--- config.mk ---
export PLATFORM = sky130hd
export DESIGN_NAME = tcw_front
export DESIGN_NICKNAME = d
export VERILOG_FILES = /design/src/hw/rtl/tcw_pkg.sv /design/src/hw/rtl/tcw_front.sv
export SDC_FILE = /design/constraint.sdc
export NUM_CORES = 1
export LEC_CHECK = 0
export ABC_CLOCK_PERIOD_IN_PS = 1500
export BUFFER_PORTS_ARGS = -buffer_cell sky130_fd_sc_hd__buf_2
export CORE_AREA = 2 2 39 41
export DETAILED_ROUTE_END_ITERATION = 8
export DIE_AREA = 0 0 41 43
export PLACE_DENSITY = 0.84
export SKIP_LAST_GASP = 1
export SLEW_MARGIN = 10
export SYNTH_ARGS = -nofsm -noshare
export SYNTH_HDL_FRONTEND = slang
export SYNTH_SLANG_ARGS = --single-unit
--- constraint.sdc ---
create_clock -name vclk -period 1.5
set_input_delay 0.075 -clock vclk [all_inputs]
set_output_delay 0.075 -clock vclk [all_outputs]
set_load 0.05 [all_outputs]
--- src/hw/rtl/tcw_pkg.sv ---
// Shared constants, codes and types for the text console character writer.
// Depends on nothing; every other file of the block imports it.
package tcw_pkg;

   localparam int COLUMNS    = 80;
   localparam int ROWS       = 25;
   localparam int TAB_WIDTH  = 8;
   localparam int CELL_COUNT = COLUMNS * ROWS;

   localparam int COL_W       = $clog2(COLUMNS);
   localparam int ROW_W       = $clog2(ROWS);
   localparam int MEM_AW      = $clog2(CELL_COUNT);
   localparam int CMD_W       = 2;
   localparam int CHAR_W      = 8;
   localparam int COLOR_W     = 4;
   localparam int CELL_ADDR_W = 11;
   localparam int LOC_W       = 11;
   localparam int CELL_W      = 16;

   localparam logic [CELL_W-1:0] BLANK_CELL = 16'h0F20;

   localparam logic [CMD_W-1:0] CMD_PUT   = 2'd0;
   localparam logic [CMD_W-1:0] CMD_CLEAR = 2'd1;
   localparam logic [CMD_W-1:0] CMD_READ  = 2'd2;

   localparam logic [CHAR_W-1:0] CHAR_BS       = 8'h08;
   localparam logic [CHAR_W-1:0] CHAR_TAB      = 8'h09;
   localparam logic [CHAR_W-1:0] CHAR_LF       = 8'h0A;
   localparam logic [CHAR_W-1:0] CHAR_CR       = 8'h0D;
   localparam logic [CHAR_W-1:0] CHAR_PRINT_LO = 8'h20;
   localparam logic [CHAR_W-1:0] CHAR_PRINT_HI = 8'h7F;

   localparam int KIND_W = 3;
   localparam logic [KIND_W-1:0] K_NONE  = 3'd0;
   localparam logic [KIND_W-1:0] K_PRINT = 3'd1;
   localparam logic [KIND_W-1:0] K_BS    = 3'd2;
   localparam logic [KIND_W-1:0] K_TAB   = 3'd3;
   localparam logic [KIND_W-1:0] K_CR    = 3'd4;
   localparam logic [KIND_W-1:0] K_LF    = 3'd5;
   localparam logic [KIND_W-1:0] K_CLEAR = 3'd6;
   localparam logic [KIND_W-1:0] K_READ  = 3'd7;

   localparam int QUEUE_DEPTH = 4;
   localparam int QPTR_W      = $clog2(QUEUE_DEPTH);

   typedef struct packed {
      logic [KIND_W-1:0]      kind;
      logic [CELL_W-1:0]      cell_value;
      logic [CELL_ADDR_W-1:0] addr;
   } op_type;

   typedef logic [COLUMNS-1:0][COL_W:0] tab_table_type;

   function automatic tab_table_type build_tab_table();
      tab_table_type t;
      int nx;
      for (int i = 0; i < COLUMNS; i++) begin
         nx = i + TAB_WIDTH - (i % TAB_WIDTH);
         if (nx > COLUMNS) begin
            nx = COLUMNS;
         end
         t[i] = (COL_W + 1)'(nx);
      end
      return t;
   endfunction

   localparam tab_table_type TAB_NEXT = build_tab_table();

endpackage

--- src/hw/rtl/tcw_front.sv ---
// Front end: takes request words and classifies them into queue operations.
// Depends on tcw_pkg.
module tcw_front (
   input  logic                            req_valid,
   output logic                            req_ready,
   input  logic [tcw_pkg::CMD_W-1:0]       req_command,
   input  logic [tcw_pkg::CHAR_W-1:0]      req_char_code,
   input  logic [tcw_pkg::COLOR_W-1:0]     req_back_color,
   input  logic [tcw_pkg::COLOR_W-1:0]     req_front_color,
   input  logic [tcw_pkg::CELL_ADDR_W-1:0] req_cell_address,
   input  logic                            init_busy,
   input  logic                            q_full,
   output logic                            q_push,
   output tcw_pkg::op_type                 q_push_op
);
   import tcw_pkg::*;

   logic printable;

   assign req_ready = !q_full && !init_busy;
   assign q_push    = req_valid && req_ready;
   assign printable = (req_char_code >= CHAR_PRINT_LO) && (req_char_code <= CHAR_PRINT_HI);

   always_comb begin
      q_push_op.cell_value = {req_back_color, req_front_color, req_char_code};
      q_push_op.addr       = req_cell_address;
      q_push_op.kind       = K_NONE;
      case (req_command)
         CMD_PUT: begin
            if (req_char_code == CHAR_BS) begin
               q_push_op.kind = K_BS;
            end else if (req_char_code == CHAR_TAB) begin
               q_push_op.kind = K_TAB;
            end else if (req_char_code == CHAR_CR) begin
               q_push_op.kind = K_CR;
            end else if (req_char_code == CHAR_LF) begin
               q_push_op.kind = K_LF;
            end else if (printable) begin
               q_push_op.kind = K_PRINT;
            end
         end
         CMD_CLEAR: begin
            q_push_op.kind = K_CLEAR;
         end
         CMD_READ: begin
            if (32'(req_cell_address) < 32'(CELL_COUNT)) begin
               q_push_op.kind = K_READ;
            end
         end
         default: begin
            q_push_op.kind = K_NONE;
         end
      endcase
   end

endmodule

Yosys cells after proc, flatten, opt, wreduce, memory -nomap -nowiden
Index checks and enable logic that the tools add are counted.
{"block": "totals", "output_inout_bits": 32, "reg_bits": 0}
{"block": "op_classes", "order_cmp": 3, "mux": 7, "n_reduce_logical": 6, "eq_ne": 6}
{"op": "equality test 8 x 4 -> 1 bit, second input constant", "count": 4}
{"op": "2-to-1 mux 3 bit", "count": 5}
{"op": "less-than comparator 11 bit, second input constant", "count": 1}
{"op": "one-hot mux 3 bit (3 select lines)", "count": 1}
{"op": ">= comparator 8 x 6 -> 1 bit, second input constant", "count": 1}
{"op": "<= comparator 8 x 7 -> 1 bit, second input constant", "count": 1}
{"op": "logical AND 1 bit", "count": 3}
{"op": "equality test 2 x 1 -> 1 bit, second input constant", "count": 1}
{"op": "equality test 2 bit, second input constant", "count": 1}
{"op": "zero test 1 bit", "count": 2}
{"op": "zero test 2 bit", "count": 1}
{"op": "2-to-1 mux 1 bit", "count": 1}

Depth between registers and ports, before layout
{"block": "depth", "depth_word": 8, "mapped_depth": 3}

Worst setup path before layout
Ideal clock, no wire load.
{"block": "synth_path", "kind": "input -> output", "start": "in req_char_code[5] in the netlist's numbering", "end": "out q_push_op[29] in the netlist's numbering", "slack_ps": -207, "t_arrival_ps": 1632, "cell_stages": 3, "path_cell_list": "or4b_1 -> a211o_1 -> a22oi_1"}
{"element": "start, declared", "line": "tcw_front.sv:7", "source": "input logic [tcw_pkg::CHAR_W-1:0] req_char_code,"}
{"element": "end, declared", "line": "tcw_front.sv:14", "source": "output tcw_pkg::op_type q_push_op"}

==> results.yml <==
status:
  outcome: "complete, but fails checks"
  violations: "negative setup slack"
hold_path:
  hold_depth: 0
  min_path_type: "in2out"
  hold_start: "req_front_color[0]"
  min_to: "q_push_op[19]"
timing:
  relSlewSlack: 0.796
  period_minus_slack_ns: 1.54
  whs_ns: 0.150
  tightest_slew_ns: 0.301
  setup_violations: 1
  hold_viol: 0
  grt_setup_unrepaired: "true"
  fmax_mhz: 651
  final.setup.worst_slack_ns: -0.0363
  drv_slew: 0
  period_share: 1.02
die:
  die_x_um: 41
  io_pins: 64
  start_util: 0.246
  coreArea_mm2: 0.00138
  core.rowCount: 14
  dieArea_mm2: 0.00176
  dieHeight_um: 43
routing:
  drc: 0
  drtIter0Drc: 1
  vias: 328
  routed_wl_um: 718
  drt_first_pass_iters: 4
  antenna_left: 0
  routedWlPerCell_um: 9.21
  via_per_inst: 4.21
worst_setup_path:
  critPathMaxFanout: 3
  cpLargestDelayFamily: "simple AND/OR/NAND/NOR gates"
  start_kind: "primary input"
  max_stage_delay_ns: 0.53
  path_class: "in2out"
  worstPathRequired_ns: 1.42
  end_kind: "primary output"
  critical_path_arrival_ns: 1.46
  crit_buf_inv: 2
  crit_slowest_cell: "or4b_4"
  path_cells: "buf_2 > or4b_4 > or4_1 > a22oi_2 > buf_6"
  cp.depth: 5
final_layout:
  area_growth_pct: 14.0
  flops_and_latches: 0
  layout.area.seq_um2: 0
  nNetsFinal: 96
  final_cells: 78
  clkbuf_count: 0
  drive_above_1_share: 0.726
  n_antenna_cell: 0
  fin_area_um2: 388
pwr:
  peakVddDrop_mv: 0.134
  power_density_mw_per_mm2: 521
  p_leak_nw: 0.215
  p_total_mw: 0.202
grt:
  grt_pass1_vias: 252
  busiest_layer: "met2"
  track_usage: 0.0669
  antenna_found_initial: 0
  met1_usage: 0.0443
  grt_pass1_wl_um: 876
  grt_max_degree: 6
  met3_usage: 0
  grt-ovfl-total: 0
  grt_use_met2: 0.163
place:
  portBuffers: 40
  place_area_um2: 378
  routabilityCongestion: 0.544
  dpl.cell_count: 78
synth:
  ys_warn_count: 0
  synth_cell_type_count: 18
  syn_inst: 47
  syn_nets: 79
  synth.avg_cell_area_um2: 7.24
  seq_area_frac_synth: 0
  synth.cell_area_um2: 340
flow_run:
  max_cap_viol_count: 0
==> worst max-delay path by stage <==
stage                      from             to  slack (ns)
3_3_place_gp   req_char_code[5]  q_push_op[28]       -0.13
6_report       req_char_code[5]  q_push_op[28]       -0.04
5_1_grt        req_char_code[5]  q_push_op[28]       -0.07
2_1_floorplan  req_char_code[5]  q_push_op[28]       -0.08
3_5_place_dp   req_char_code[5]  q_push_op[28]       -0.14
4_1_cts        req_char_code[5]  q_push_op[28]       -0.05
==> where the power goes <==
group | switching (mW) | internal [mW]
Clock | 0 | 0
Combinational | 0.144 | 0.0576
Sequential | 0 | 0
Total | 0.144 | 0.0576
==> logic make-up (layout without fill, tap and decap cells) <==
| group | count (synthesis) | after routing | share of synthesized area |
|---|---|---|---|
| buf+inv | 29 | 44 | 0.618 |
| simple gates | 10 | 10 | 0.184 |
| compound gates | 7 | 7 | 0.173 |
| xor+xnor | 1 | 1 | 0.0257 |
==> Yosys cell counts <==
master / number / share of area
nor3_1: 1 / 0.015
or4b_1: 1 / 0.029
a22oi_2: 1 / 0.037
nand4_1: 1 / 0.018
xnor2_1: 1 / 0.026
o2bb2ai_1: 1 / 0.026
or3b_1: 1 / 0.026
nor2_1: 3 / 0.033
and2_1: 1 / 0.018
a211o_1: 1 / 0.026
or4_1: 1 / 0.022
inv_1: 2 / 0.022
o21bai_1: 1 / 0.022
o21ai_0: 1 / 0.015
a22oi_1: 1 / 0.022
buf_4: 27 / 0.60
o41ai_1: 1 / 0.026
nand3b_1: 1 / 0.022
==> area by class of cell <==
type,instances,area (um2)
Fill cell,160,996
Timing Repair Buffer,42,221
Multi-Input combinational cell,18,139
Tap cell,16,20.0
Inverter,2,7.51
==> through the flow <==
step | TNS [ns] | util | setup WS, ns
6_report | -0.0363 | 0.280 | -0.0363
3_3_place_gp | -0.128 | 0.273 | -0.128
4_1_cts | -0.0476 | 0.280 | -0.0476
2_1_floorplan | -0.0844 | - | -0.0844
5_1_grt | -0.0713 | 0.280 | -0.0713
3_5_place_dp | -0.135 | 0.273 | -0.135
==> metal layers <==
| metal | part of all wire | vias to the layer above |
|---|---|---|
| li1 | - | 166 |
| met1 | 0.28 | 132 |
| met2 | 0.54 | 28 |
| met3 | 0.18 | 2 |
| met4 | 0.0056 | 0 |
| met5 | 0 | - |
==> layout by cell type, fill, tap and decap left out, drive strengths merged <==
master,n
a22oi,2
nand4,1
or4,1
o21ai,1
or3b,1
and2,1
o41ai,1
or4b,1
xnor2,1
a211o,1
o2bb2ai,1
nand3b,1
inv,2
nor3,1
o21bai,1
nor2,3
buf,42
==> what timing repair did <==
item                                    in CTS  in global routing
buffers inserted                             0                  0
gates resized for setup                      3                  0
hold buffers                                 0                  0
endpoints found under the setup margin       1                  1
Note: power is estimated with default switching activity, not from simulation.
