$ cat config.mk
export PLATFORM = sky130hd
export DESIGN_NAME = tcw_queue
export DESIGN_NICKNAME = d
export VERILOG_FILES = /design/src/hw/rtl/tcw_pkg.sv /design/src/hw/rtl/tcw_queue.sv
export SDC_FILE = /design/constraint.sdc
export NUM_CORES = 1
export LEC_CHECK = 0
export BUFFER_PORTS_ARGS = -buffer_cell sky130_fd_sc_hd__buf_2
export CAP_MARGIN = 15
export CORE_MARGIN = 2
export CORE_UTILIZATION = 55
export CTS_BUF_LIST = sky130_fd_sc_hd__clkbuf_16
export DETAILED_ROUTE_END_ITERATION = 8
export PLACE_DENSITY = 0.87
export SKIP_LAST_GASP = 1
export SLEW_MARGIN = 25
export SYNTH_ARGS = -nofsm -noshare
export SYNTH_HDL_FRONTEND = slang
export SYNTH_SLANG_ARGS = --single-unit
$ cat constraint.sdc
create_clock -name clock -period 2.25 [get_ports clock]
set_input_delay 0.45 -clock clock [delete_from_list [all_inputs] [get_ports clock]]
set_output_delay 0.45 -clock clock [all_outputs]
set_load 0.005 [all_outputs]
$ cat src/hw/rtl/tcw_pkg.sv
// Shared constants, codes and types for the text console character writer.
// Depends on nothing; every other file of the block imports it.
package tcw_pkg;

   localparam int COLUMNS    = 80;
   localparam int ROWS       = 25;
   localparam int TAB_WIDTH  = 8;
   localparam int CELL_COUNT = COLUMNS * ROWS;

   localparam int COL_W       = $clog2(COLUMNS);
   localparam int ROW_W       = $clog2(ROWS);
   localparam int MEM_AW      = $clog2(CELL_COUNT);
   localparam int CMD_W       = 2;
   localparam int CHAR_W      = 8;
   localparam int COLOR_W     = 4;
   localparam int CELL_ADDR_W = 11;
   localparam int LOC_W       = 11;
   localparam int CELL_W      = 16;

   localparam logic [CELL_W-1:0] BLANK_CELL = 16'h0F20;

   localparam logic [CMD_W-1:0] CMD_PUT   = 2'd0;
   localparam logic [CMD_W-1:0] CMD_CLEAR = 2'd1;
   localparam logic [CMD_W-1:0] CMD_READ  = 2'd2;

   localparam logic [CHAR_W-1:0] CHAR_BS       = 8'h08;
   localparam logic [CHAR_W-1:0] CHAR_TAB      = 8'h09;
   localparam logic [CHAR_W-1:0] CHAR_LF       = 8'h0A;
   localparam logic [CHAR_W-1:0] CHAR_CR       = 8'h0D;
   localparam logic [CHAR_W-1:0] CHAR_PRINT_LO = 8'h20;
   localparam logic [CHAR_W-1:0] CHAR_PRINT_HI = 8'h7F;

   localparam int KIND_W = 3;
   localparam logic [KIND_W-1:0] K_NONE  = 3'd0;
   localparam logic [KIND_W-1:0] K_PRINT = 3'd1;
   localparam logic [KIND_W-1:0] K_BS    = 3'd2;
   localparam logic [KIND_W-1:0] K_TAB   = 3'd3;
   localparam logic [KIND_W-1:0] K_CR    = 3'd4;
   localparam logic [KIND_W-1:0] K_LF    = 3'd5;
   localparam logic [KIND_W-1:0] K_CLEAR = 3'd6;
   localparam logic [KIND_W-1:0] K_READ  = 3'd7;

   localparam int QUEUE_DEPTH = 4;
   localparam int QPTR_W      = $clog2(QUEUE_DEPTH);

   typedef struct packed {
      logic [KIND_W-1:0]      kind;
      logic [CELL_W-1:0]      cell_value;
      logic [CELL_ADDR_W-1:0] addr;
   } op_type;

   typedef logic [COLUMNS-1:0][COL_W:0] tab_table_type;

   function automatic tab_table_type build_tab_table();
      tab_table_type t;
      int nx;
      for (int i = 0; i < COLUMNS; i++) begin
         nx = i + TAB_WIDTH - (i % TAB_WIDTH);
         if (nx > COLUMNS) begin
            nx = COLUMNS;
         end
         t[i] = (COL_W + 1)'(nx);
      end
      return t;
   endfunction

   localparam tab_table_type TAB_NEXT = build_tab_table();

endpackage

$ cat src/hw/rtl/tcw_queue.sv
// Short operation queue between the front end and the screen engine.
// Depends on tcw_pkg for the operation type and the depth.
module tcw_queue (
   input  logic            clock,
   input  logic            reset,
   input  logic            push,
   input  tcw_pkg::op_type push_op,
   output logic            full,
   input  logic            pop,
   output tcw_pkg::op_type head_op,
   output logic            empty
);
   import tcw_pkg::*;

   op_type              entries_ff [QUEUE_DEPTH];
   logic [QPTR_W-1:0]   wr_ptr_ff, wr_ptr_in;
   logic [QPTR_W-1:0]   rd_ptr_ff, rd_ptr_in;
   logic [QPTR_W:0]     count_ff, count_in;
   logic                do_push, do_pop;

   assign full    = (count_ff == (QPTR_W + 1)'(QUEUE_DEPTH));
   assign empty   = (count_ff == '0);
   assign do_push = push && !full;
   assign do_pop  = pop && !empty;
   assign head_op = entries_ff[rd_ptr_ff];

   always_comb begin
      wr_ptr_in = wr_ptr_ff;
      rd_ptr_in = rd_ptr_ff;
      count_in  = count_ff;
      if (do_push) begin
         wr_ptr_in = (wr_ptr_ff == QPTR_W'(QUEUE_DEPTH - 1)) ? '0 : wr_ptr_ff + 1'b1;
      end
      if (do_pop) begin
         rd_ptr_in = (rd_ptr_ff == QPTR_W'(QUEUE_DEPTH - 1)) ? '0 : rd_ptr_ff + 1'b1;
      end
      if (do_push && !do_pop) begin
         count_in = count_ff + 1'b1;
      end else if (do_pop && !do_push) begin
         count_in = count_ff - 1'b1;
      end
   end

   always_ff @(posedge clock) begin
      if (reset) begin
         wr_ptr_ff <= '0;
         rd_ptr_ff <= '0;
         count_ff  <= '0;
      end else begin
         wr_ptr_ff <= wr_ptr_in;
         rd_ptr_ff <= rd_ptr_in;
         count_ff  <= count_in;
      end
   end

   always_ff @(posedge clock) begin
      if (do_push) begin
         entries_ff[wr_ptr_ff] <= push_op;
      end
   end

endmodule

After elaboration in Yosys (flattened, before gate mapping):

Memory sizes are Yosys's and may differ from the RTL's. A register that Yosys moved wholly into a read port is not among the register bits.
Index checks and enable logic that the tools add are counted.
Widths: inputs -> output; s select.

* bits in registers: 7
* memory bits (writable): 120
* input port bits: 34
* output and inout port bits: 32
* logic and storage cells: 29
* memories kept: 1

* add/subtract/negate cells: 4
* equality and inequality tests: 3
* muxes and demuxes: 8
* reduce and logical (&&, ||, !) cells: 10

Memory list
* entries_ff: words 4, width 30, read ports 1, clocked after memory_dff 1, wr ports 1, RTL line tcw_queue.sv:15 `op_type entries_ff [QUEUE_DEPTH];`

Operators with widths (count)
* $mux 2: 4
* $mux 3: 2
* $add 2x1->2 const B: 2
* $eq 2x2->1 const B: 2
* $logic_and 1x1->1: 4
* $logic_not 1->1: 4
* $add 3x1->3 const B: 1
* $eq 3x3->1 const B: 1
* $logic_not 3->1: 1
* $sub 3x1->3 const B: 1
* $mux 1: 2
* $reduce_bool 2->1: 1

Longest topological paths before layout:

Gate-level depths: netlist (run 1).

* depth in word-level cells: 7
* gate-level depth with buffers: 10
* mapped depth without buffers: 9

Worst setup path after synthesis (run 1):

OpenSTA, ideal clock, no wires.

* path type: register -> register
* from: register count_ff[0]
* to: register count_ff[2]
* setup time: 0.070 ns
* arrival time: 2.006 ns
* data required time: 2.180 ns
* path slack: 0.174 ns
* stages on the path, launching flop included: 11
* path buffers: 1
* period minus slack after synthesis: 2.076 ns
* cells stage by stage: dfxtp_1 -> or3b_1 -> buf_6 -> clkinv_4 -> nor2_2 -> ha_1 -> inv_1 -> fa_1 -> xor2_1 -> or3_1 -> a21oi_1

* word-level cells in the longest chain between the ends: 6
* elaborated cells on any way between the ends: 15
* those cells by class: add/sub: 2; eq/ne: 1; mux: 2; reduce/logical: 10

RTL lines
* from (decl): RTL line tcw_queue.sv:18 `logic [QPTR_W:0] count_ff, count_in;`
* from (signal assigned): RTL line tcw_queue.sv:52 `count_ff <= count_in;`
* $eq 3x3->1 *: RTL line tcw_queue.sv:21 `assign full = (count_ff == (QPTR_W + 1)'(QUEUE_DEPTH));`
* net full: RTL line tcw_queue.sv:8 `output logic full,`
* $logic_not 1->1 *: RTL line tcw_queue.sv:23 `assign do_push = push && !full;`
* $logic_and 1x1->1 *: RTL line tcw_queue.sv:23
* net do_push: RTL line tcw_queue.sv:19 `logic do_push, do_pop;`
* $logic_not 1->1: RTL line tcw_queue.sv:39 `end else if (do_pop && !do_push) begin`
* $logic_and 1x1->1: RTL line tcw_queue.sv:39
* $reduce_bool 2->1 (no line)

Mark *: on every way through the listed nets, which the timed path passes. The rest lies on a longest branch. The select of a mux whose other input is x is not followed.
A chain may end at the register's enable or synchronous reset.

Worst setup path in the final report (run 1):

* from: register count_ff[2]
* to: register count_ff[2]

* word-level cells in the longest chain between the ends: 6
* elaborated cells on any way between the ends: 15
* those cells by class: add/sub: 2; eq/ne: 1; mux: 2; reduce/logical: 10

RTL lines (RTL line)
* $eq 3x3->1 *: tcw_queue.sv:21
* $logic_not 1->1 *: tcw_queue.sv:23
* $logic_and 1x1->1 *: tcw_queue.sv:23
* net do_push: tcw_queue.sv:19
* $logic_not 1->1: tcw_queue.sv:39
* $logic_and 1x1->1: tcw_queue.sv:39
* $reduce_bool 2->1 (no line)

Marks and branches as above.

==> metrics.md, run 1 <==
| Metric | Value |
|---|---|
| Power density normalized to cell area | between 1000 and 1500 nW/um^2 |
| Count of endpoints failing setup in the final report | 0 |
| Horizontal extent of the die | 97.5 um |
| DRT antenna net count | 0 |
| Clock transition at the register clock pins on the worst setup and hold paths after CTS | 0.06 ns |
| RD Place Congestion | about 0.7 |
| Clock latency on the worst-skew pair | 0.41 ns |
| Post-Syn Area | 4810 um^2 |
| Initial antenna violation count | 0 |
| Bufs on Longest Clock Path | 2 |
| Simple-gate share of the synthesized area | 0.0182 |
| Ports | 66 |
| # rows | 34 |
| Post-synth cell types | 25 |
| Most frequent cells in the layout | 120 x sky130_fd_sc_hd__edfxtp_1, 65 x sky130_fd_sc_hd__buf_2, 30 x sky130_fd_sc_hd__mux4_2, 17 x sky130_fd_sc_hd__clkbuf_16 |
| Fill cell count | 508 |
| Minimum clock period | approximately 2.2 ns |
| Vias in the first global route | approximately 2.5k |
| Via count of the routed design | 2351 |
| Static leakage power | 0.00209 uW |
| Portion of the post-synthesis area used by sequential elements | 0.787 |
| Most area-consuming cells after synthesis | sky130_fd_sc_hd__edfxtp_1 75%, sky130_fd_sc_hd__mux4_2 14%, sky130_fd_sc_hd__dfxtp_1 3.7%, sky130_fd_sc_hd__ha_1 1.6%, sky130_fd_sc_hd__and3_1 0.52% |
| Worst setup slack before clock tree synthesis | 0.0323 ns |
| Internal Power | roughly 5300 uW |
| Share of synthesized cell area in full adder, half adder and majority cells | 0.0198 |
| Fraction of layout cells with a size suffix above 1 | 0.484 |
| Deepest level of the CTS H-tree | 4 |
| Clock tree from TritonCTS | yes |
| Part of the total power dissipated in the clock network | 0.377 |
| Main combinational cell family by area after synthesis | multiplexers |
| Critical path class | flop to flop |
| Wire length reported by the detailed router | 9.15 mm |
| Most common cell after layout, fill and taps aside | sky130_fd_sc_hd__edfxtp_1 |
| Worst Slack Setup Final | 0.0868 ns |
| Routed via count divided by cell count | 5.71 |
| Post-route fraction of the period consumed by the critical path | 0.961 |
| HP Class | primary input to flop |
| Result of the run | finished clean |
| Slew HR | 0.458 |
| Wire length per cell after detailed routing | 22.2 um |
| Fraction of power consumed by combinational cells | 0.189 |
| Worst IR Drop VDD | 0.505 mV |
| Placeable Area | 8590 um^2 |
| Largest area contributor in the synthesized netlist | sky130_fd_sc_hd__edfxtp_1 |
| Leading register cell type out of synthesis | sky130_fd_sc_hd__edfxtp_1 |
| Source of the worst register-to-register timing path | count_ff[2] |
| First-pass GRT wire length | 14.0 mm |
| Global-route usage over all layers | 0.208 |
| Fraction of the mapped netlist area in compound gates | 0.0104 |
| Worst slew pin tran | 0.814 ns |
| Share of the core filled with cells | 0.691 |
| Capturing element type of the critical path | flop |
| Hold EP | entries_ff[3][0] |
| Clock sinks | roughly 130 |
| Capture point of the worst reg-to-reg path | count_ff[2] |
| Die Outline Area | 9510 um^2 |
| Fraction of post-synthesis cell area in the top cell type by area | 0.749 |
| Xor and xnor area share after synthesis | 0.00364 |
| Total of warnings raised by yosys | 0 |
| Net switching fraction of the power | 0.241 |
| Critical-path maximum fanout | 5 |
| Fmax | between 400 and 500 MHz |
| Die Span Y | 97.5 um |
| Total grt overflow | 0 |
| Area overhead of the layout relative to synthesis | 23.5% |
| Count of port buffers added during placement | 65 |
| Total number of nets in the final design | between 300 and 400 |
| Net switching power | 1700 uW |
| Mean cell area of the mapped netlist | 23.3 um^2 |
| Detailed-routing iteration count for the pre-antenna-repair pass | 4 |
| Register-to-register setup slack | 0.09 ns |
| Number of violations reported at the end of detailed-routing iteration 0 | 150 |
| Hold Path Stages | 1 |
| Maximum Capacitance Violations | 0 |
| Half-perimeter wire length of the detailed placement result | 5.12 mm |
| Total power draw | 7050 uW |
| Post-Synthesis Cells | 206 |
| Final worst hold slack | 0.257 ns |
| Clock Root Buffer | sky130_fd_sc_hd__clkbuf_16 |
| Data arrival at the endpoint of the critical path | 2.50 ns |
| Final total negative setup slack | 0 ns |
| Maximum number of pins on one net before global-route repair | 31 |
| Initial core utilization | 0.560 |
| Number of cells traversed by the worst register-to-register path | 9 |
| Share of cell area taken by muxes after synthesis | 0.145 |
| Startpoint of the worst hold path | push_op[0] |
| Residual DRC | 0 |
| Antenna diode instance count | 0 |
| Required @ worst endpoint | 2.59 ns |
| Net count after synthesis | 247 |
| Nature of the critical path startpoint | flop |
| Total count of max-transition violations in the final report | 0 |
| Cts-stage hold buffer count | 0 |
| Count of state elements after synthesis | 129 |
| Number of buffers created by CTS | 17 |
| Reg power frac | 0.434 |
| Worst-case clock skew | between 0.006 and 0.007 ns |
| Final count of hold timing violations | 0 |
| Number of synthesized flops with an enable pin | 120 |
| Fraction of registers with async set/reset | 0 |
area by class of cell:
class / instances / area [um^2] / area share
inverter: 5 / 37.5 / 0.00632
multi-input combinational: 64 / 970 / 0.163
clock buffer: 17 / 425 / 0.0716
sequential: 129 / 3790 / 0.638
tap: 108 / 135 / 0.0228
clock inverter: 15 / 150 / 0.0253
timing repair buffer: 74 / 430 / 0.0725
state kept, by name, summed over array words and instances, names as in the netlist, named ones only:
name,cells
entries_ff,120
rd_ptr_ff,2
wr_ptr_ff,2
count_ff,3
power by group through the flow:
stage | combinational [uW] | clock [uW] | sequential (uW)
6_report | 1330 | 2660 | 3060
5_1_grt | 1430 | 2820 | 3090
4_1_cts | 1280 | 2710 | 3070
3_5_place_dp | 1270 | 0 | 3100
3_3_place_gp | 1230 | 0 | 3070
2_1_floorplan | 803 | 0 | 3020
critical path: stages, from the launching register on:
cell and delay (ns):
sky130_fd_sc_hd__dfxtp_1 0.36, sky130_fd_sc_hd__or3b_4 0.28, sky130_fd_sc_hd__clkinv_4 0.06, sky130_fd_sc_hd__nor2_4 0.11, sky130_fd_sc_hd__ha_2 0.20, sky130_fd_sc_hd__inv_1 0.06, sky130_fd_sc_hd__fa_1 0.40, sky130_fd_sc_hd__xor2_1 0.19
sky130_fd_sc_hd__or3_1 0.30, sky130_fd_sc_hd__a21oi_1 0.13
stage by stage:
stage	area, um^2	cells
6_report	5940	412
5_1_grt	5940	412
4_1_cts	5890	408
3_5_place_dp	5310	376
3_3_place_gp	5310	376
2_1_floorplan	4810	206
Yosys cell counts (all sizes together) (2+ instances only):
library cell	count
inv	3
or3	2
dfxtp	9
buf	4
o21ai	2
nor3	2
a21oi	3
xor2	2
edfxtp	120
clkbuf	4
and3	4
mux4	30
mux2i	2
ha	6
nor2	4
nand3	2
o31ai	2
how the worst max path moves through the flow:
stage | from | endpoint | slack (ns) | cells after the start
finish | count_ff[2] | count_ff[2] | 0.09 | 9
global route | count_ff[2] | count_ff[2] | -0.003 | 9
CTS | count_ff[0] | count_ff[2] | 0.003 | 9
detailed placement | count_ff[0] | count_ff[2] | 0.03 | 9
global placement | push | count_ff[2] | 0.13 | 9
floorplan | count_ff[0] | count_ff[2] | 0.17 | 10
kinds of logic (layout without fill, tap and decap cells):
family | after synthesis | count (layout)
AOI/OAI and AO/OA | 7 | 7
xor gates and xnor gates | 2 | 2
adders and majority gates | 7 | 7
buffers and inverters | 13 | 111
DFF | 129 | 129
muxes | 32 | 32
and+or+nand+nor | 16 | 16
what timing repair did:
| action | 4_1_cts | 5_1_grt |
|---|---|---|
| setup buffers | 0 | 4 |
| endpoints found under the setup margin | 24 | 5 |
| resized for setup | 1 | 6 |
per-layer routing:
| metal | part of all wire | track usage | vias to the layer above |
|---|---|---|---|
| met5 | 0 | 0 | - |
| met4 | 0.022 | 0.106 | 0 |
| met3 | 0.059 | 0.0734 | 15 |
| met2 | 0.52 | 0.326 | 100 |
| met1 | 0.40 | 0.260 | 1204 |
| li1 | - | - | 1032 |
No activity file was read; power rests on OpenSTA's default activity.
==> run 2, diff against run 1 <==
- REMOVE_ABC_BUFFERS: default -> 1
- SKIP_LAST_GASP: 1 -> default
- SLEW_MARGIN: 25 -> 20
==> metrics.md, run 2 (synthesis gave the netlist of run 1 again) <==
| Metric | Value |
|---|---|
| Maximum number of pins on one net before global-route repair | 31 (unchanged) |
| Die Outline Area | 9510 um^2 (unchanged) |
| Routed via count divided by cell count | 5.50 (-3.7%) |
| Fmax | 464 MHz (+0.46%) |
| Minimum clock period | 2.15 ns (-0.00996 ns) |
| Final total negative setup slack | 0 ns (unchanged) |
| First-pass GRT wire length | 12.4 mm (-12%) |
| Horizontal extent of the die | 97.5 um (unchanged) |
| Half-perimeter wire length of the detailed placement result | 4.35 mm (-15%) |
| Bufs on Longest Clock Path | 2 (unchanged) |
| Worst slew pin tran | 0.800 ns (-0.0132 ns) |
| HP Class | primary input to flop |
| Number of buffers created by CTS | 17 (unchanged) |
| Most common cell after layout, fill and taps aside | sky130_fd_sc_hd__edfxtp_1 |
| Global-route usage over all layers | 0.177 (-0.0313) |
| Worst setup slack before clock tree synthesis | 0.0126 ns (-0.0197 ns) |
| Placeable Area | 8590 um^2 (unchanged) |
| Total grt overflow | 0 (unchanged) |
| Residual DRC | 0 (unchanged) |
| Die Span Y | 97.5 um (unchanged) |
| Result of the run | finished clean |
| Number of violations reported at the end of detailed-routing iteration 0 | 185 (+23%) |
| Placed cell count | 374 (-0.53%) |
| Leading registers by flop count | entries_ff: 120 flops, count_ff: 3 flops |
| Via count of the routed design | 2232 (-5.1%) |
| Capturing element type of the critical path | output port |
| Fraction of layout cells with a size suffix above 1 | 0.480 (-0.00369) |
| Worst-case clock skew | 0.00790 ns (+0.00130 ns) |
| Antenna diode instance count | 0 (unchanged) |
| Slew HR | 0.466 (+0.00879) |
| Non-Filler Instances | 406 (-1.5%) |
| Initial core utilization | 0.560 (unchanged) |
| Post-place instance area | 5280 um^2 (-0.54%) |
| Total power draw | 7110 uW (+0.91%) |
| Deepest level of the CTS H-tree | 4 (unchanged) |
| Vias in the first global route | 2454 (-2.4%) |
| Nature of the critical path startpoint | flop |
| Required @ worst endpoint | 1.80 ns (-0.79 ns) |
| Initial antenna violation count | 0 (unchanged) |
| RD Place Congestion | 0.708 (+1.9%) |
| Worst Slack Setup Final | 0.0968 ns (+0.00996 ns) |
| Largest register FFs | 120 (unchanged) |
| DRT antenna net count | 0 (unchanged) |
| Post-route fraction of the period consumed by the critical path | 0.957 (-0.00443) |
| Clock sinks | 129 (unchanged) |
| Wire length per cell after detailed routing | 19.0 um (-14%) |
| Final count of hold timing violations | 0 (unchanged) |
| Largest register by flop count | entries_ff |
| Most frequent cells in the layout | 120 x sky130_fd_sc_hd__edfxtp_1, 65 x sky130_fd_sc_hd__buf_2, 30 x sky130_fd_sc_hd__mux4_2, 17 x sky130_fd_sc_hd__clkbuf_16, 7 x sky130_fd_sc_hd__clkinv_4 |
| Total count of max-transition violations in the final report | 0 (unchanged) |
| Critical path class | flop to output port |
| Source of the worst register-to-register timing path | count_ff[2] |
| Count of port buffers added during placement | 65 (unchanged) |
| Register-to-register setup slack | 0.11 ns (+0.02 ns) |
| Critical-path maximum fanout | 30 (+25) |
| Number of cells traversed by the worst register-to-register path | 9 (unchanged) |
| Capture point of the worst reg-to-reg path | count_ff[2] |
| Area of all placed cells without fillers | 5930 um^2 (-0.19%) |
| Clock latency on the worst-skew pair | 0.40 ns (about the same) |
| Data arrival at the endpoint of the critical path | 1.70 ns (-0.80 ns) |
| # rows | 34 (unchanged) |
| Worst IR Drop VDD | 0.665 mV (+32%) |
| Count of endpoints failing setup in the final report | 0 (unchanged) |
| Ports | 66 (unchanged) |
| Static leakage power | 0.00208 uW (-0.62%) |
| End of the critical path | head_op[18] |
| Total number of nets in the final design | 326 (-1.8%) |
| Power density normalized to cell area | 1200 nW/um^2 (+1.1%) |
| Clock transition at the register clock pins on the worst setup and hold paths after CTS | 0.05 ns (about the same) |
| Clock tree from TritonCTS | yes |
| Clock Root Buffer | sky130_fd_sc_hd__clkbuf_16 |
| Wire length reported by the detailed router | 7.73 mm (-16%) |
| Area overhead of the layout relative to synthesis | 23.3% |
| Detailed-routing iteration count for the pre-antenna-repair pass | 4 (unchanged) |
| Maximum Capacitance Violations | 0 (unchanged) |
-- run 2: cell count changes in the layout (fill, tap and decap cells not counted), moves of 2 or more --
cell	previous run	this run
sky130_fd_sc_hd__buf_4	6	1
sky130_fd_sc_hd__clkinv_4	1	7
sky130_fd_sc_hd__clkinv_2	6	2
sky130_fd_sc_hd__clkinv_1	3	0
sky130_fd_sc_hd__inv_6	0	2
-- run 2: cell type report --
cell class | count | area [um^2]
sequential | 129 | 3790
tap | 108 | 135
clock inverter | 15 | 208
multi-input combinational | 64 | 962
clock buffer | 17 | 425
inverter | 5 | 37.5
fill | 539 | 2670
timing repair buffer | 68 | 373
-- run 2: worst max-delay path: stages (launching register included) --
cell and delay (ns):
sky130_fd_sc_hd__dfxtp_2 0.33, sky130_fd_sc_hd__buf_12 0.26, sky130_fd_sc_hd__mux4_2 0.56, sky130_fd_sc_hd__buf_2 0.15
-- run 2: layer usage --
metal	up-vias	part of all wire	track usage	wire length, um
met5	-	0	0	0
met4	0	0.0079	0.0609	61
met3	7	0.047	0.0619	364
met2	71	0.52	0.288	4050
met1	1130	0.42	0.224	3250
li1	1024	-	-	-
-- run 2: worst min-delay path by stage --
stage               cells after the start                 to          from  slack (ns)
floorplan                               2               flop  rd_ptr_ff[0]        0.46
global placement                        2               flop  rd_ptr_ff[0]        0.48
detailed placement                      2               flop  rd_ptr_ff[0]        0.49
CTS                                     1   entries_ff[2][7]    push_op[7]        0.24
global route                            1   entries_ff[0][0]    push_op[0]        0.24
finish                                  1  entries_ff[1][10]   push_op[10]        0.26
-- run 2: power breakdown --
group | leakage [uW] | internal (uW) | switching, uW
Combinational | 0.000598 | 656 | 581
Clock | 0.000308 | 1870 | 995
Sequential | 0.00117 | 2920 | 101
-- run 2: metrics by stage --
step                      hold slack [ns]  utilization
final                               0.261        0.690
after floorplan                     0.456            -
after global placement              0.482        0.615
after global routing                0.239        0.690
after CTS                           0.241        0.688
after detailed placement            0.488        0.615
-- run 2: timing repair --
item,in CTS,in global routing
gates resized for setup,0,4
setup buffers,0,0
setup endpoints to repair,0,1
hold buffers,0,0
==> run 3, diff against run 2 <==
- RECOVER_POWER: default -> 25
==> metrics.md, run 3 (synthesis gave the netlist of run 1 again) <==
| Metric | Value |
|---|---|
| Critical path class | flop to output port |
| Final worst hold slack | 0.265 ns (+0.00433 ns) |
| Worst Slack Setup Final | 0.102 ns (+0.00507 ns) |
| Ports | 66 (unchanged) |
| First-pass GRT wire length | 12.4 mm (unchanged) |
| Horizontal extent of the die | 97.5 um (unchanged) |
| Worst-case clock skew | 0.00795 ns (+0.0000494 ns) |
| Source of the worst register-to-register timing path | count_ff[2] |
| Sequential cell area | 3790 um^2 (unchanged) |
| Result of the run | finished clean |
| Placed cell count | 374 (unchanged) |
| Half-perimeter wire length of the detailed placement result | 4.35 mm (unchanged) |
| Bufs on Longest Clock Path | 2 (unchanged) |
| Die Span Y | 97.5 um (unchanged) |
| Fmax | 466 MHz (+0.24%) |
| Post-CTS setup buffer count | 0 (unchanged) |
| Minimum clock period | 2.15 ns (-0.00507 ns) |
| Capturing element type of the critical path | output port |
| Footprint of the multi-input gates | 962 um^2 (unchanged) |
| Data arrival at the endpoint of the critical path | 1.70 ns (about the same) |
| Vias in the first global route | 2454 (unchanged) |
| DRT antenna net count | 0 (unchanged) |
| Cts-stage hold buffer count | 0 (unchanged) |
| Maximum Capacitance Violations | 0 (unchanged) |
| Register-to-register setup slack | 0.11 ns (about the same) |
| Worst slew pin tran | 0.803 ns (+0.00236 ns) |
| Most frequent cells in the layout | 120 x sky130_fd_sc_hd__edfxtp_1, 44 x sky130_fd_sc_hd__buf_2, 30 x sky130_fd_sc_hd__mux4_2, 21 x sky130_fd_sc_hd__clkbuf_1, 17 x sky130_fd_sc_hd__clkbuf_16 |
| Clock sinks | 129 (unchanged) |
| Leading registers by flop count | entries_ff: 120 flops, count_ff: 3 flops |
| Total grt overflow | 0 (unchanged) |
| Antenna diode instance count | 0 (unchanged) |
| Global-route usage over all layers | 0.177 (unchanged) |
| Number of buffers created by CTS | 17 (unchanged) |
| Routed via count divided by cell count | 5.49 (-0.22%) |
| Fraction of layout cells with a size suffix above 1 | 0.409 (-0.0705) |
| # rows | 34 (unchanged) |
| Total count of max-transition violations in the final report | 0 (unchanged) |
| Hold Path Stages | 1 (unchanged) |
| Maximum number of pins on one net before global-route repair | 31 (unchanged) |
| Total number of nets in the final design | 326 (unchanged) |
| Wire length reported by the detailed router | 7.72 mm (-0.14%) |
| Initial core utilization | 0.560 (unchanged) |
| Nature of the critical path startpoint | flop |
| Clock transition at the register clock pins on the worst setup and hold paths after CTS | 0.06 ns (about the same) |
| HP Class | primary input to flop |
| Non-Filler Instances | 406 (unchanged) |
| Clock latency on the worst-skew pair | 0.40 ns (about the same) |
| Slew HR | 0.465 (-0.00157) |
| Die Outline Area | 9510 um^2 (unchanged) |
| Hold EP | entries_ff[0][22] |
| Wire length per cell after detailed routing | 19.0 um (-0.14%) |
| Largest register FFs | 120 (unchanged) |
| Fill cell count | 554 (+2.8%) |
| Most common cell after layout, fill and taps aside | sky130_fd_sc_hd__edfxtp_1 |
| Placeable Area | 8590 um^2 (unchanged) |
| Detailed-routing iteration count for the pre-antenna-repair pass | 4 (unchanged) |
| Post-route fraction of the period consumed by the critical path | 0.955 (-0.00225) |
| Area overhead of the layout relative to synthesis | 22.7% |
| Count of port buffers added during placement | 65 (unchanged) |
| Critical-path maximum fanout | 30 (unchanged) |
| RD Place Congestion | 0.708 (unchanged) |
| Number of cells traversed by the worst register-to-register path | 9 (unchanged) |
| Residual DRC | 0 (unchanged) |
| Final total negative setup slack | 0 ns (unchanged) |
| Power density normalized to cell area | 1200 nW/um^2 (+0.40%) |
| Capture point of the worst reg-to-reg path | count_ff[2] |
| Initial antenna violation count | 0 (unchanged) |
| Worst IR Drop VDD | 0.666 mV (+0.24%) |
| Count of endpoints failing setup in the final report | 0 (unchanged) |
| Final count of hold timing violations | 0 (unchanged) |
| Static leakage power | 0.00202 uW (-2.8%) |
| Worst setup slack before clock tree synthesis | 0.0126 ns (unchanged) |
| Clock tree from TritonCTS | yes |
| Startpoint of the worst hold path | push_op[22] |
| Via count of the routed design | 2227 (-0.22%) |
| Deepest level of the CTS H-tree | 4 (unchanged) |
| Required @ worst endpoint | 1.80 ns (about the same) |
| Largest register by flop count | entries_ff |
| Clock Root Buffer | sky130_fd_sc_hd__clkbuf_16 |
| Number of violations reported at the end of detailed-routing iteration 0 | 187 (+1.1%) |
run 3: worst max path at each step:
stage / startpoint / to / slack (ns) / depth (start not counted)
detailed placement: push / count_ff[2] / 0.01 / 9
global route: count_ff[2] / count_ff[2] / -0.004 / 9
finish: flop / head_op[18] / 0.10 / 3
CTS: count_ff[0] / count_ff[2] / 0.05 / 9
global placement: push / count_ff[2] / 0.07 / 9
floorplan: flop / head_op[0] / -0.22 / 1
run 3: area by class of cell:
type                    count  area share
flip-flops and latches    129       0.642
multi-input cells          64       0.163
clock buffers              17      0.0721
repair buffers             68      0.0587
clock inverters            15      0.0352
well taps                 108      0.0229
inverters                   5     0.00636
run 3: where the power goes:
part / internal [uW] / total [uW] / switching (uW)
combinational: 651 / 1230 / 580
clock: 1870 / 2860 / 997
sequential: 2920 / 3020 / 101
total: 5430 / 7110 / 1680
run 3: metrics by stage:
stage	util	area (um^2)	total power [uW]
after global routing	0.687	5900	7410
final	0.687	5900	7110
after floorplan	-	4770	3800
after detailed placement	0.615	5280	4300
after global placement	0.615	5280	4260
after CTS	0.688	5910	7180
run 3: routing by layer:
metal	track usage	routed length, um	up-vias	share of wire
li1	-	-	1024	-
met1	0.224	3250	1126	0.42
met2	0.288	4030	70	0.52
met3	0.0619	375	7	0.049
met4	0.0609	65	0	0.0084
met5	0	0	-	0
run 3: what timing repair did:
item | in CTS | in global routing
resized for setup | 0 | 4
setup endpoints to repair | 0 | 1
hold endpoints to repair | 0 | 0
run 3: worst max-delay path, stage by stage, from the launching register on:
cell and delay (ns):
sky130_fd_sc_hd__dfxtp_2 0.33, sky130_fd_sc_hd__buf_12 0.26, sky130_fd_sc_hd__mux4_2 0.55, sky130_fd_sc_hd__buf_2 0.15
